### config.mk
export PLATFORM = sky130hd
export DESIGN_NAME = dts_text_tokenizer_top
export DESIGN_NICKNAME = d
export VERILOG_FILES = /design/src/hw/rtl/dts_tok_pkg.sv /design/src/hw/rtl/dts_text_tokenizer_top.sv
export SDC_FILE = /design/constraint.sdc
export NUM_CORES = 2
export LEC_CHECK = 0
export BUFFER_PORTS_ARGS = -buffer_cell sky130_fd_sc_hd__buf_2
export CAP_MARGIN = 10
export CELL_PAD_IN_SITES_DETAIL_PLACEMENT = 1
export CELL_PAD_IN_SITES_GLOBAL_PLACEMENT = 1
export CORE_ASPECT_RATIO = 1.4
export CORE_MARGIN = 2
export CORE_UTILIZATION = 45
export CTS_BUF_LIST = sky130_fd_sc_hd__clkbuf_16
export DETAILED_ROUTE_END_ITERATION = 16
export PLACE_DENSITY_LB_ADDON = 0.1
export SYNTH_ARGS = -nofsm -noshare
export SYNTH_HDL_FRONTEND = slang
export SYNTH_SLANG_ARGS = --single-unit
### constraint.sdc
create_clock -name aclk -period 8.3 [get_ports aclk]
set_input_delay 0.415 -clock aclk [delete_from_list [all_inputs] [get_ports aclk]]
set_output_delay 0.415 -clock aclk [all_outputs]
set_load 0.01 [all_outputs]
### src/hw/rtl/dts_tok_pkg.sv
// dts_tok_pkg: widths, token and mode codes, character constants and
// character class helpers for the device-tree source tokenizer.
// Standalone package, used by dts_text_tokenizer_top.
package dts_tok_pkg;

    localparam int POSITION_BITS = 24;
    localparam int LINE_BITS     = 20;
    localparam int LENGTH_BITS   = 16;
    localparam int VALUE_BITS    = 32;
    localparam int FIFO_DEPTH    = 4;
    localparam int FIFO_PTR_BITS = $clog2(FIFO_DEPTH);

    typedef logic [3:0] kind_t;

    localparam kind_t K_END    = 4'd0;
    localparam kind_t K_LBRACE = 4'd1;
    localparam kind_t K_RBRACE = 4'd2;
    localparam kind_t K_SEMI   = 4'd3;
    localparam kind_t K_EQ     = 4'd4;
    localparam kind_t K_COMMA  = 4'd5;
    localparam kind_t K_COLON  = 4'd6;
    localparam kind_t K_LT     = 4'd7;
    localparam kind_t K_GT     = 4'd8;
    localparam kind_t K_STRING = 4'd9;
    localparam kind_t K_IDENT  = 4'd10;
    localparam kind_t K_REF    = 4'd11;
    localparam kind_t K_SLASH  = 4'd12;
    localparam kind_t K_ERROR  = 4'd13;

    typedef enum logic [3:0] {
        M_IDLE      = 4'd0,
        M_SLASH     = 4'd1,
        M_LINE      = 4'd2,
        M_BLOCK     = 4'd3,
        M_STAR      = 4'd4,
        M_STRING    = 4'd5,
        M_IDENT     = 4'd6,
        M_REF_FIRST = 4'd7,
        M_REF       = 4'd8,
        M_ERROR     = 4'd9
    } mode_t;

    // number flags: bit 0 leading zero, bit 1 hex, bit 2 decimal stopped
    localparam int F_ZERO = 0;
    localparam int F_HEX  = 1;
    localparam int F_STOP = 2;

    localparam logic [7:0] CH_NUL    = 8'h00;
    localparam logic [7:0] CH_TAB    = 8'h09;
    localparam logic [7:0] CH_LF     = 8'h0A;
    localparam logic [7:0] CH_CR     = 8'h0D;
    localparam logic [7:0] CH_SPACE  = 8'h20;
    localparam logic [7:0] CH_QUOTE  = 8'h22;
    localparam logic [7:0] CH_HASH   = 8'h23;
    localparam logic [7:0] CH_AMP    = 8'h26;
    localparam logic [7:0] CH_STAR   = 8'h2A;
    localparam logic [7:0] CH_PLUS   = 8'h2B;
    localparam logic [7:0] CH_COMMA  = 8'h2C;
    localparam logic [7:0] CH_MINUS  = 8'h2D;
    localparam logic [7:0] CH_DOT    = 8'h2E;
    localparam logic [7:0] CH_SLASH  = 8'h2F;
    localparam logic [7:0] CH_ZERO   = 8'h30;
    localparam logic [7:0] CH_NINE   = 8'h39;
    localparam logic [7:0] CH_COLON  = 8'h3A;
    localparam logic [7:0] CH_SEMI   = 8'h3B;
    localparam logic [7:0] CH_LT     = 8'h3C;
    localparam logic [7:0] CH_EQ     = 8'h3D;
    localparam logic [7:0] CH_GT     = 8'h3E;
    localparam logic [7:0] CH_QMARK  = 8'h3F;
    localparam logic [7:0] CH_AT     = 8'h40;
    localparam logic [7:0] CH_UC_A   = 8'h41;
    localparam logic [7:0] CH_UC_F   = 8'h46;
    localparam logic [7:0] CH_UC_X   = 8'h58;
    localparam logic [7:0] CH_UC_Z   = 8'h5A;
    localparam logic [7:0] CH_BSLASH = 8'h5C;
    localparam logic [7:0] CH_UNDER  = 8'h5F;
    localparam logic [7:0] CH_LC_A   = 8'h61;
    localparam logic [7:0] CH_LC_F   = 8'h66;
    localparam logic [7:0] CH_LC_X   = 8'h78;
    localparam logic [7:0] CH_LC_Z   = 8'h7A;
    localparam logic [7:0] CH_LBRACE = 8'h7B;
    localparam logic [7:0] CH_RBRACE = 8'h7D;

    typedef struct packed {
        kind_t                    kind;
        logic [LINE_BITS-1:0]     line;
        logic [POSITION_BITS-1:0] start;
        logic [LENGTH_BITS-1:0]   length;
        logic [VALUE_BITS-1:0]    value;
        logic                     last;
    } token_t;

    typedef struct packed {
        logic [VALUE_BITS-1:0]  acc;
        logic [2:0]             flags;
        logic [LENGTH_BITS-1:0] length;
    } word_state_t;

    function automatic logic is_digit(input logic [7:0] c);
        return c inside {[CH_ZERO:CH_NINE]};
    endfunction

    function automatic logic is_alpha(input logic [7:0] c);
        return c inside {[CH_LC_A:CH_LC_Z], [CH_UC_A:CH_UC_Z]};
    endfunction

    function automatic logic is_word(input logic [7:0] c);
        return is_alpha(c) || is_digit(c) ||
               c inside {CH_UNDER, CH_MINUS, CH_DOT, CH_COMMA, CH_AT,
                         CH_HASH, CH_PLUS, CH_QMARK};
    endfunction

    function automatic logic is_word_start(input logic [7:0] c);
        return is_alpha(c) || is_digit(c) || c inside {CH_UNDER, CH_HASH};
    endfunction

    function automatic logic [LENGTH_BITS-1:0] len_sat_inc(
        input logic [LENGTH_BITS-1:0] v);
        return (v == {LENGTH_BITS{1'b1}}) ? v : v + 1'b1;
    endfunction

    function automatic token_t make_token(
        input kind_t                    kind,
        input logic [LINE_BITS-1:0]     line,
        input logic [POSITION_BITS-1:0] start,
        input logic [LENGTH_BITS-1:0]   length,
        input logic [VALUE_BITS-1:0]    value);
        token_t t;
        t.kind   = kind;
        t.line   = line;
        t.start  = start;
        t.length = length;
        t.value  = value;
        t.last   = 1'b0;
        return t;
    endfunction

    // one identifier character into the number reader
    function automatic word_state_t feed_word(input word_state_t ws,
                                              input logic [7:0] c);
        word_state_t r;
        logic [VALUE_BITS-1:0] x16;
        logic [VALUE_BITS-1:0] x10;
        r   = ws;
        x16 = {ws.acc[VALUE_BITS-5:0], 4'd0};
        x10 = {ws.acc[VALUE_BITS-4:0], 3'd0} + {ws.acc[VALUE_BITS-2:0], 1'b0};
        if (ws.length == '0) begin
            if (c == CH_ZERO) r.flags[F_ZERO] = 1'b1;
            if (is_digit(c)) r.acc = VALUE_BITS'(c - CH_ZERO);
            else r.flags[F_STOP] = 1'b1;
        end else if (ws.flags[F_HEX]) begin
            if (is_digit(c)) r.acc = x16 + VALUE_BITS'(c - CH_ZERO);
            else if (c inside {[CH_LC_A:CH_LC_F]})
                r.acc = x16 + VALUE_BITS'(c - CH_LC_A + 8'd10);
            else if (c inside {[CH_UC_A:CH_UC_F]})
                r.acc = x16 + VALUE_BITS'(c - CH_UC_A + 8'd10);
        end else if (ws.length == LENGTH_BITS'(1) && ws.flags[F_ZERO] &&
                     (c == CH_LC_X || c == CH_UC_X)) begin
            r.flags[F_HEX] = 1'b1;
            r.acc          = '0;
        end else if (!ws.flags[F_STOP]) begin
            if (is_digit(c)) r.acc = x10 + VALUE_BITS'(c - CH_ZERO);
            else r.flags[F_STOP] = 1'b1;
        end
        r.length = len_sat_inc(ws.length);
        return r;
    endfunction

endpackage

### src/hw/rtl/dts_text_tokenizer_top.sv
// dts_text_tokenizer_top: device-tree source lexer, one text byte per item,
// up to two tokens per byte through a small token queue.
// Depends on dts_tok_pkg.
//
//  channel   dir  ports                                  carries
//  s_        in   s_valid s_ready s_text_byte            one source byte
//  m_        out  m_valid m_ready m_token_kind ...       one token
//
// A byte is held in the input register, then the lexer updates its
// state and writes zero, one or two tokens into a four-entry token queue.
// One byte per cycle while the queue holds at most two tokens; the single
// queue read port delivers one token per cycle while m_ready is high, so
// the two tokens of one byte leave the queue one after the other.
// Synchronous active-low reset puts the lexer between tokens at line 1,
// position 0, and empties the queue. m_ready low fills the queue and then
// stalls the input register and s_ready.
module dts_text_tokenizer_top (
    input  logic                               aclk,
    input  logic                               aresetn,
    input  logic                               s_valid,
    output logic                               s_ready,
    input  logic [7:0]                         s_text_byte,
    output logic                               m_valid,
    input  logic                               m_ready,
    output logic [3:0]                         m_token_kind,
    output logic [dts_tok_pkg::LINE_BITS-1:0]     m_token_line,
    output logic [dts_tok_pkg::POSITION_BITS-1:0] m_text_start,
    output logic [dts_tok_pkg::LENGTH_BITS-1:0]   m_text_length,
    output logic [dts_tok_pkg::VALUE_BITS-1:0]    m_number_value,
    output logic                               m_last_of_run
);
    import dts_tok_pkg::*;

    logic                     in_valid_reg;
    logic [7:0]               in_byte_reg;

    mode_t                    mode_reg, mode_next;
    logic [POSITION_BITS-1:0] byte_pos_reg, byte_pos_next;
    logic [LINE_BITS-1:0]     line_count_reg, line_count_next;
    logic [POSITION_BITS-1:0] start_pos_reg, start_pos_next;
    logic [LINE_BITS-1:0]     start_line_reg, start_line_next;
    word_state_t              word_reg, word_next;

    token_t                   fifo_mem [FIFO_DEPTH];
    logic [FIFO_PTR_BITS-1:0] rd_ptr_reg, wr_ptr_reg;
    logic [FIFO_PTR_BITS:0]   fifo_count_reg;

    logic                     fire;
    logic                     pop;
    logic [1:0]               emit_n;
    token_t                   tok0, tok1;
    token_t                   head;

    assign fire    = in_valid_reg && (fifo_count_reg <= (FIFO_PTR_BITS+1)'(2));
    assign s_ready = aresetn && (!in_valid_reg || fire);
    assign pop     = m_valid && m_ready;

    // input register
    always_ff @(posedge aclk) begin
        if (!aresetn) begin
            in_valid_reg <= 1'b0;
        end else if (s_ready) begin
            in_valid_reg <= s_valid;
        end
        if (s_valid && s_ready) begin
            in_byte_reg <= s_text_byte;
        end
    end

    // lexer: next state and the tokens this byte produces
    always_comb begin
        logic [7:0]               c;
        logic [POSITION_BITS-1:0] pos;
        logic                     do_idle;
        logic                     restart;
        logic [LINE_BITS-1:0]     line_inc;
        token_t                   t;
        logic                     have_t;
        token_t                   ti;
        logic                     have_ti;
        word_state_t              fresh;

        c        = in_byte_reg;
        pos      = byte_pos_reg;
        do_idle  = 1'b0;
        restart  = 1'b0;
        line_inc = (line_count_reg == {LINE_BITS{1'b1}}) ? line_count_reg
                                                         : line_count_reg + 1'b1;
        t        = make_token(K_END, '0, '0, '0, '0);
        have_t   = 1'b0;
        ti       = make_token(K_END, '0, '0, '0, '0);
        have_ti  = 1'b0;
        fresh    = '0;

        mode_next       = mode_reg;
        byte_pos_next   = pos + 1'b1;
        line_count_next = line_count_reg;
        start_pos_next  = start_pos_reg;
        start_line_next = start_line_reg;
        word_next       = word_reg;

        case (mode_reg)
            M_SLASH: begin
                if (c == CH_SLASH) mode_next = M_LINE;
                else if (c == CH_STAR) mode_next = M_BLOCK;
                else begin
                    t = make_token(K_SLASH, start_line_reg, start_pos_reg, '0, '0);
                    have_t  = 1'b1;
                    do_idle = 1'b1;
                end
            end
            M_LINE: begin
                if (c == CH_NUL || c == CH_LF) do_idle = 1'b1;
            end
            M_BLOCK, M_STAR: begin
                if (c == CH_NUL) do_idle = 1'b1;
                else if (c == CH_SLASH && mode_reg == M_STAR) mode_next = M_IDLE;
                else if (c == CH_STAR) mode_next = M_STAR;
                else begin
                    if (c == CH_LF) line_count_next = line_inc;
                    mode_next = M_BLOCK;
                end
            end
            M_STRING: begin
                if (c == CH_NUL) begin
                    t = make_token(K_ERROR, line_count_reg, pos, '0, '0);
                    have_t  = 1'b1;
                    restart = 1'b1;
                end else if (c == CH_QUOTE) begin
                    t = make_token(K_STRING, start_line_reg, start_pos_reg,
                                   word_reg.length, '0);
                    have_t    = 1'b1;
                    mode_next = M_IDLE;
                end else begin
                    if (c == CH_LF) line_count_next = line_inc;
                    word_next.length = len_sat_inc(word_reg.length);
                end
            end
            M_IDENT: begin
                if (is_word(c)) word_next = feed_word(word_reg, c);
                else begin
                    t = make_token(K_IDENT, start_line_reg, start_pos_reg,
                                   word_reg.length, word_reg.acc);
                    have_t  = 1'b1;
                    do_idle = 1'b1;
                end
            end
            M_REF_FIRST: begin
                if (is_word(c)) begin
                    word_next.length = LENGTH_BITS'(1);
                    mode_next        = M_REF;
                end else begin
                    t = make_token(K_ERROR, line_count_reg, pos, '0, '0);
                    have_t = 1'b1;
                    if (c == CH_NUL) restart = 1'b1;
                    else mode_next = M_ERROR;
                end
            end
            M_REF: begin
                if (is_word(c)) word_next.length = len_sat_inc(word_reg.length);
                else begin
                    t = make_token(K_REF, start_line_reg, start_pos_reg,
                                   word_reg.length, '0);
                    have_t  = 1'b1;
                    do_idle = 1'b1;
                end
            end
            M_ERROR: begin
                if (c == CH_NUL) restart = 1'b1;
            end
            default: begin
                do_idle = 1'b1;
            end
        endcase

        // byte handled as if between tokens
        if (do_idle) begin
            mode_next = M_IDLE;
            case (c)
                CH_NUL: begin
                    ti = make_token(K_END, line_count_reg, pos, '0, '0);
                    have_ti = 1'b1;
                    restart = 1'b1;
                end
                CH_SPACE, CH_TAB, CH_CR: ;
                CH_LF:     line_count_next = line_inc;
                CH_LBRACE: begin
                    ti      = make_token(K_LBRACE, line_count_reg, pos, '0, '0);
                    have_ti = 1'b1;
                end
                CH_RBRACE: begin
                    ti      = make_token(K_RBRACE, line_count_reg, pos, '0, '0);
                    have_ti = 1'b1;
                end
                CH_SEMI: begin
                    ti      = make_token(K_SEMI, line_count_reg, pos, '0, '0);
                    have_ti = 1'b1;
                end
                CH_EQ: begin
                    ti      = make_token(K_EQ, line_count_reg, pos, '0, '0);
                    have_ti = 1'b1;
                end
                CH_COMMA: begin
                    ti      = make_token(K_COMMA, line_count_reg, pos, '0, '0);
                    have_ti = 1'b1;
                end
                CH_COLON: begin
                    ti      = make_token(K_COLON, line_count_reg, pos, '0, '0);
                    have_ti = 1'b1;
                end
                CH_LT: begin
                    ti      = make_token(K_LT, line_count_reg, pos, '0, '0);
                    have_ti = 1'b1;
                end
                CH_GT: begin
                    ti      = make_token(K_GT, line_count_reg, pos, '0, '0);
                    have_ti = 1'b1;
                end
                CH_SLASH: begin
                    mode_next       = M_SLASH;
                    start_pos_next  = pos;
                    start_line_next = line_count_reg;
                end
                CH_AMP, CH_QUOTE: begin
                    mode_next        = (c == CH_AMP) ? M_REF_FIRST : M_STRING;
                    start_pos_next   = pos + 1'b1;
                    start_line_next  = line_count_reg;
                    word_next.length = '0;
                end
                CH_BSLASH: begin
                    ti = make_token(K_IDENT, line_count_reg, pos, LENGTH_BITS'(1), '0);
                    have_ti = 1'b1;
                end
                default: begin
                    if (is_word_start(c)) begin
                        mode_next       = M_IDENT;
                        start_pos_next  = pos;
                        start_line_next = line_count_reg;
                        word_next       = feed_word(fresh, c);
                    end else begin
                        mode_next = M_ERROR;
                        ti = make_token(K_ERROR, line_count_reg, pos, '0, '0);
                        have_ti = 1'b1;
                    end
                end
            endcase
        end

        if (restart) begin
            mode_next       = M_IDLE;
            byte_pos_next   = '0;
            line_count_next = LINE_BITS'(1);
            start_pos_next  = '0;
            start_line_next = LINE_BITS'(1);
            word_next       = '0;
        end

        // pack emitted tokens into slots, mark the last one
        emit_n = 2'(have_t) + 2'(have_ti);
        tok0   = have_t ? t : ti;
        tok1   = ti;
        if (have_t && have_ti) tok1.last = 1'b1;
        else tok0.last = 1'b1;
    end

    always_ff @(posedge aclk) begin
        if (!aresetn) begin
            mode_reg       <= M_IDLE;
            byte_pos_reg   <= '0;
            line_count_reg <= LINE_BITS'(1);
            start_pos_reg  <= '0;
            start_line_reg <= LINE_BITS'(1);
            word_reg       <= '0;
        end else if (fire) begin
            mode_reg       <= mode_next;
            byte_pos_reg   <= byte_pos_next;
            line_count_reg <= line_count_next;
            start_pos_reg  <= start_pos_next;
            start_line_reg <= start_line_next;
            word_reg       <= word_next;
        end
    end

    // token queue: two write slots, one read
    always_ff @(posedge aclk) begin
        if (fire && emit_n != 2'd0) begin
            fifo_mem[wr_ptr_reg] <= tok0;
        end
        if (fire && emit_n == 2'd2) begin
            fifo_mem[wr_ptr_reg + 1'b1] <= tok1;
        end
    end

    always_ff @(posedge aclk) begin
        if (!aresetn) begin
            rd_ptr_reg     <= '0;
            wr_ptr_reg     <= '0;
            fifo_count_reg <= '0;
        end else begin
            if (fire) begin
                wr_ptr_reg <= wr_ptr_reg + FIFO_PTR_BITS'(emit_n);
            end
            if (pop) begin
                rd_ptr_reg <= rd_ptr_reg + 1'b1;
            end
            fifo_count_reg <= fifo_count_reg
                              + (fire ? (FIFO_PTR_BITS+1)'(emit_n) : '0)
                              - (FIFO_PTR_BITS+1)'(pop);
        end
    end

    always_comb begin
        head           = fifo_mem[rd_ptr_reg];
        m_valid        = (fifo_count_reg != '0);
        m_token_kind   = head.kind;
        m_token_line   = head.line;
        m_text_start   = head.start;
        m_text_length  = head.length;
        m_number_value = head.value;
        m_last_of_run  = head.last;
    end

    // queue never overfills
    assert property (@(posedge aclk) disable iff (!aresetn)
        fifo_count_reg <= (FIFO_PTR_BITS+1)'(FIFO_DEPTH))
        else $error("token queue overflow");

    // first token of a pair always has its partner queued behind it
    assert property (@(posedge aclk) disable iff (!aresetn)
        (m_valid && !m_last_of_run) |-> fifo_count_reg >= (FIFO_PTR_BITS+1)'(2))
        else $error("first token of a pair without its partner");

    // a zero byte restarts position and line
    assert property (@(posedge aclk) disable iff (!aresetn)
        (fire && in_byte_reg == CH_NUL) |=>
            (byte_pos_reg == '0 && line_count_reg == LINE_BITS'(1)))
        else $error("text not restarted after end byte");

    // bytes after an error produce nothing
    assert property (@(posedge aclk) disable iff (!aresetn)
        (fire && mode_reg == M_ERROR) |-> emit_n == 2'd0)
        else $error("token emitted while skipping after error");

endmodule
Word-level counts from Yosys, hierarchy flattened
Memory sizes are Yosys's and may differ from the RTL's. A register that Yosys moved wholly into a read port is not among the register bits.
Index checks and enable logic that the tools add are counted.
W data, S select, Z words.
Word-level totals
  memories: 1
  output and inout port bits: 99
  word-level logic and storage cells: 248
  bits in writable memories: 388
  register bits: 159
Memory list
  fifo_mem: words 4, width 97, read ports 1, clocked after Yosys merged registers in 1, write ports 2, line dts_text_tokenizer_top.sv:44  | token_t fifo_mem [FIFO_DEPTH];
Operators by class
  order comparisons: 9
  mux-type cells: 112
  $add $sub $neg: 19
  reduce and logical (&&, ||, !) cells: 48
  equality and inequality tests: 46
Operators with widths (number)
  $pmux W97 S11: 1
  $mux W97: 10
  $pmux W97 S5: 1
  $mux W20: 13
  $mux W32: 8
  $mux W33: 7
  $mux W51: 4
  $add A32 B32 Y32: 5
  $eq A8 B6 Y1 const B: 17
  $mux W24: 4
  $mux W16: 5
  $pmux W20 S2: 2
  $pmux W24 S3: 1
  $mux W35: 2
  $pmux W16 S4: 1
  $eq A8 B7 Y1 const B: 7
  $mux W4: 10
  $le A8 B7 Y1 const B: 4
  $pmux W16 S2: 1
  $mux W1: 26
  $add A24 B1 Y24 const B: 1
  $eq A8 B4 Y1 const B: 3
  $add A20 B1 Y20 const B: 1
  $add A9 B5 Y10 const B: 2
  other kinds (49): 98

Longest topological paths before layout
  depth in word-level cells: 21
  depth in mapped cells: 22
  gate-level depth less buffers: 20

Least setup slack after synthesis
No wires, ideal clock.
  path kind: flip-flop to flip-flop
  from: register in_byte_reg[4]
  to: register word_reg[43] in the netlist's numbering
  required time: 8.175 ns
  arrival time: 6.331 ns
  cell stages (with the launch flop): 16
  path slack: 1.844 ns
  clock period less this slack: 6.456 ns
  path buffers: 3
  path through: edfxtp_1 -> ha_1 -> clkbuf_1 -> clkbuf_1 -> nor2_1 -> fa_1 -> ha_1 -> clkbuf_1 -> a21oi_1 -> or3b_2 -> o21a_1 -> o311a_1 -> o41ai_1 -> xnor2_1 -> a211oi_1 -> o21ai_0
On the way
  cells in the longest elaborated chain, start to end: 18
  elaborated cells between the ends (all ways): 90
  classes of those cells: 9 x add/sub; 8 x order compare; 26 x eq/ne; 31 x mux; 16 x reduce/logical
Ends and longest elaborated chain
  start: declaration: line dts_text_tokenizer_top.sv:35  | logic [7:0] in_byte_reg;
  start signal: assignment: line dts_text_tokenizer_top.sv:66  | in_byte_reg <= s_text_byte;
  branches (longest 17 deep; another with $add A32 B32 Y32)
  $mux W51 (*): line dts_text_tokenizer_top.sv:249  | if (restart) begin
  end signal: assignment: line dts_text_tokenizer_top.sv:280  | word_reg <= word_next;
  end: declaration: line dts_text_tokenizer_top.sv:42  | word_state_t word_reg, word_next;
Every way passes the cells marked *. The select of a mux whose other input is x is not followed.
A chain may end at the register's enable or synchronous reset.

Worst setup path after layout
  from: register in_byte_reg[0]
  to: register word_reg[44] in the netlist's numbering
The elaborated chain is that of the path after synthesis.

==> impl_metrics.env <==
export IMPL_antennaDiodeCount=0
export IMPL_end_kind="register"
export IMPL_fp_dieArea_mm2=0.0785
export IMPL_initial_core_util=0.455
export IMPL_sw_frac_of_total=0.345
export IMPL_layout_drive_gt1_share=0.128
export IMPL_finalHoldViolCount=0
export IMPL_grt_max_degree=73
export IMPL_core_area_mm2=0.0753
export IMPL_maxCapViolCount=0
export IMPL_cp_slowest_cell="nor3b_1"
export IMPL_cts_tree="built"
export IMPL_antenna_found_initial=0
export IMPL_ys_seq_area_frac=0.381
export IMPL_fin_nets=3685
export IMPL_drtAntennaViolNets=0
export IMPL_htreeDepth=2
export IMPL_cts_clk_slew_worst_paths_ns=0.07
export IMPL_crit_buf_inv=2
export IMPL_fillCellCount=8371
export IMPL_cpPeakStageDelay_ns=0.85
export IMPL_gp_congestion=0.959
export IMPL_required_ns=8.90
export IMPL_slew_headroom=0.122
export IMPL_synthMostInstantiatedCell="a22o_1"
export IMPL_grt_pass1_wl_um=196000
export IMPL_power_density_mw_per_mm2=205
export IMPL_rows=119
export IMPL_p_sw_mw=2.65
export IMPL_clockRootBuffer="clkbuf_16"
export IMPL_cts_resized=0
export IMPL_synth_cell_types=102
export IMPL_syn_to_final_growth_pct=8.92
export IMPL_synth_warnings=0
export IMPL_fp_dieW_um=237
export IMPL_synth_cells=3560
export IMPL_synthTopCellsByCount="a22o_1 (367), dfxtp_1 (341), nor2_1 (259), a21oi_1 (247), nand2_1 (243)"
export IMPL_grt_pass1_vias=32300
export IMPL_p_leak_nw=13.7
export IMPL_skew_ns=0.0470
export IMPL_overflow=0
export IMPL_cts_setup_buffers=0
export IMPL_initialDrtViolationCount=1754
export IMPL_worst_pin_slew_ns=1.31
export IMPL_dr_total_vias=30400
export IMPL_arrival_ns=7.62
export IMPL_synth_nets=3742
export IMPL_drc=0
export IMPL_slew_viol_final=0
export IMPL_synth_edff_count=208
export IMPL_synth_top_area_share=0.199
export IMPL_clkPwrFrac=0.330
export IMPL_combPwrFrac=0.273
export IMPL_finalSetupViolations=0
export IMPL_fmax_ghz=0.143
export IMPL_die_h_um=331
export IMPL_synth_area_mm2=0.0343
export IMPL_yosysTopAreaCell="dfxtp_1"
export IMPL_via_per_inst=6.73
export IMPL_pwr_share_seq=0.397
export IMPL_fin_crit_sh=0.845
export IMPL_clock_latency_ns=0.67
export IMPL_cts_num_sinks=549
export IMPL_synth_seq_cells=549
export IMPL_crit_chain="inv_1 -> ha_1 -> nor3b_1 -> xnor2_1 -> a21o_1 -> o41ai_1 -> inv_1 -> ha_1 -> and4_1 -> and2_1 -> a211oi_1 -> o21a_1 -> o21ai_0 -> and3_1 -> o31ai_1 -> o221ai_1 -> nand3_1"
export IMPL_drtPass1Iterations=6
export IMPL_path_class="reg2reg"
export IMPL_rsz0062_at_grt="false"
export IMPL_pin_count=111
export IMPL_largest_reg_flops=388
export IMPL_post_route_min_period_ns=7.02
export IMPL_critPathTopFamily="compound AO/OA/AOI/OAI gates"
export IMPL_intPower_mw=5.02
export IMPL_wirelength_um=128000
export IMPL_synthFlopType="dfxtp_1"
export IMPL_place_port_buffers=110
export IMPL_vdd_drop_max_uv=197
export IMPL_final_util=0.496
export IMPL_netlist_top_cells_area="dfxtp_1 (20%), edfxtp_1 (18%), a22o_1 (9.4%)"
export IMPL_crit_path_start_kind="register"
export IMPL_status="complete, no violations"
export IMPL_wl_per_cell_um=28.4
export IMPL_numCtsBuffers=55
export IMPL_async_flop_share=0
export IMPL_grt_usage=0.322
export IMPL_path_max_fanout=22
export IMPL_hp_class="in2reg"
export IMPL_dp_hpwl_um=88000
export IMPL_setup_tns_ns=0
export IMPL_avgSynthCellArea_um2=9.63
export IMPL_cts_buffer_depth=3
cell usage in the layout, fill, tap and decap left out, drive strengths merged, types with 29 or more instances in the layout:
master  Yosys  layout
a211oi     35      35
a21o       43      43
a21oi     249     249
a22o      367     367
a22oi      46      46
a31oi      39      39
and2       30      30
and3       36      36
buf        89     193
clkbuf    225      55
dfxtp     341     341
edfxtp    208     208
fa         33      33
ha        137     137
inv        74      91
mux4       97      97
nand2     244     244
nand3      79      79
nand4      29      29
nor2      261     261
nor3       82      82
o211ai     40      40
o21a       36      36
o21ai     210     210
or3        30      30
xnor2      67      67
xor2       52      52
repair_timing:
action / 4_1_cts / 5_1_grt
hold endpoints to repair: 7 / 0
endpoints found under the setup margin: 0 / 0
hold buffers: 7 / 0
area by class of cell:
cell class / instances / area [µm²] / share of cell area
multi-input cells: 2623 / 19800 / 0.529
repair buffers: 200 / 1240 / 0.0333
flip-flops and latches: 549 / 13100 / 0.350
well taps: 968 / 1210 / 0.0324
inverters: 74 / 282 / 0.00754
clock buffers: 55 / 1380 / 0.0368
clock inverters: 49 / 409 / 0.0110
layer usage:
layer / up-vias / share of wire / track usage
met3: 412 / 0.039 / 0.0349
met1: 15500 / 0.37 / 0.348
met4: 0 / 0.072 / 0.214
met5: - / 0 / 0
met2: 972 / 0.52 / 0.595
li1: 13500 / - / -
worst paths after layout:
kind | start | endpoint | slack [ns] | cells after the start
worst min-delay path | s_text_byte[7] | in_byte_reg[7] | 0.04 | 1
worst max register to register | in_byte_reg[0] | word_reg[44] | 1.28 | 17
worst max-delay path | in_byte_reg[0] | word_reg[44] | 1.28 | 17
worst min register to register | fifo_mem[2][43] | fifo_mem[2][43] | 0.48 | 1
power by group through the flow:
stage	Sequential (mW)	Combinational (mW)	Clock (mW)
4_1_cts	3.05	2.08	2.56
6_report	3.05	2.09	2.53
3_5_place_dp	3.11	2.07	0
2_1_floorplan	3.01	1.43	0
3_3_place_gp	3.10	2.03	0
5_1_grt	3.07	2.23	2.67
through the flow:
step	setup WS [ns]	std cells	power, mW	area [µm²]	hold slack [ns]
floorplan	1.84	3560	4.44	34300	0.444
global placement	1.72	4407	5.13	35500	0.456
detailed placement	1.37	4407	5.18	35500	0.459
CTS	1.36	4518	7.70	37400	0.00467
global route	0.813	4518	7.98	37400	0.0110
finish	1.28	4518	7.67	37400	0.0353
logic make-up after synthesis:
family	synth area share
AND/OR/NAND/NOR	0.135
adder cells (fa/ha/maj)	0.0692
buffers and inverters	0.0468
multiplexers	0.0697
XOR/XNOR	0.0304
AO/OA/AOI/OAI	0.268
flip-flops	0.381
(Power assumes the default switching activity.)
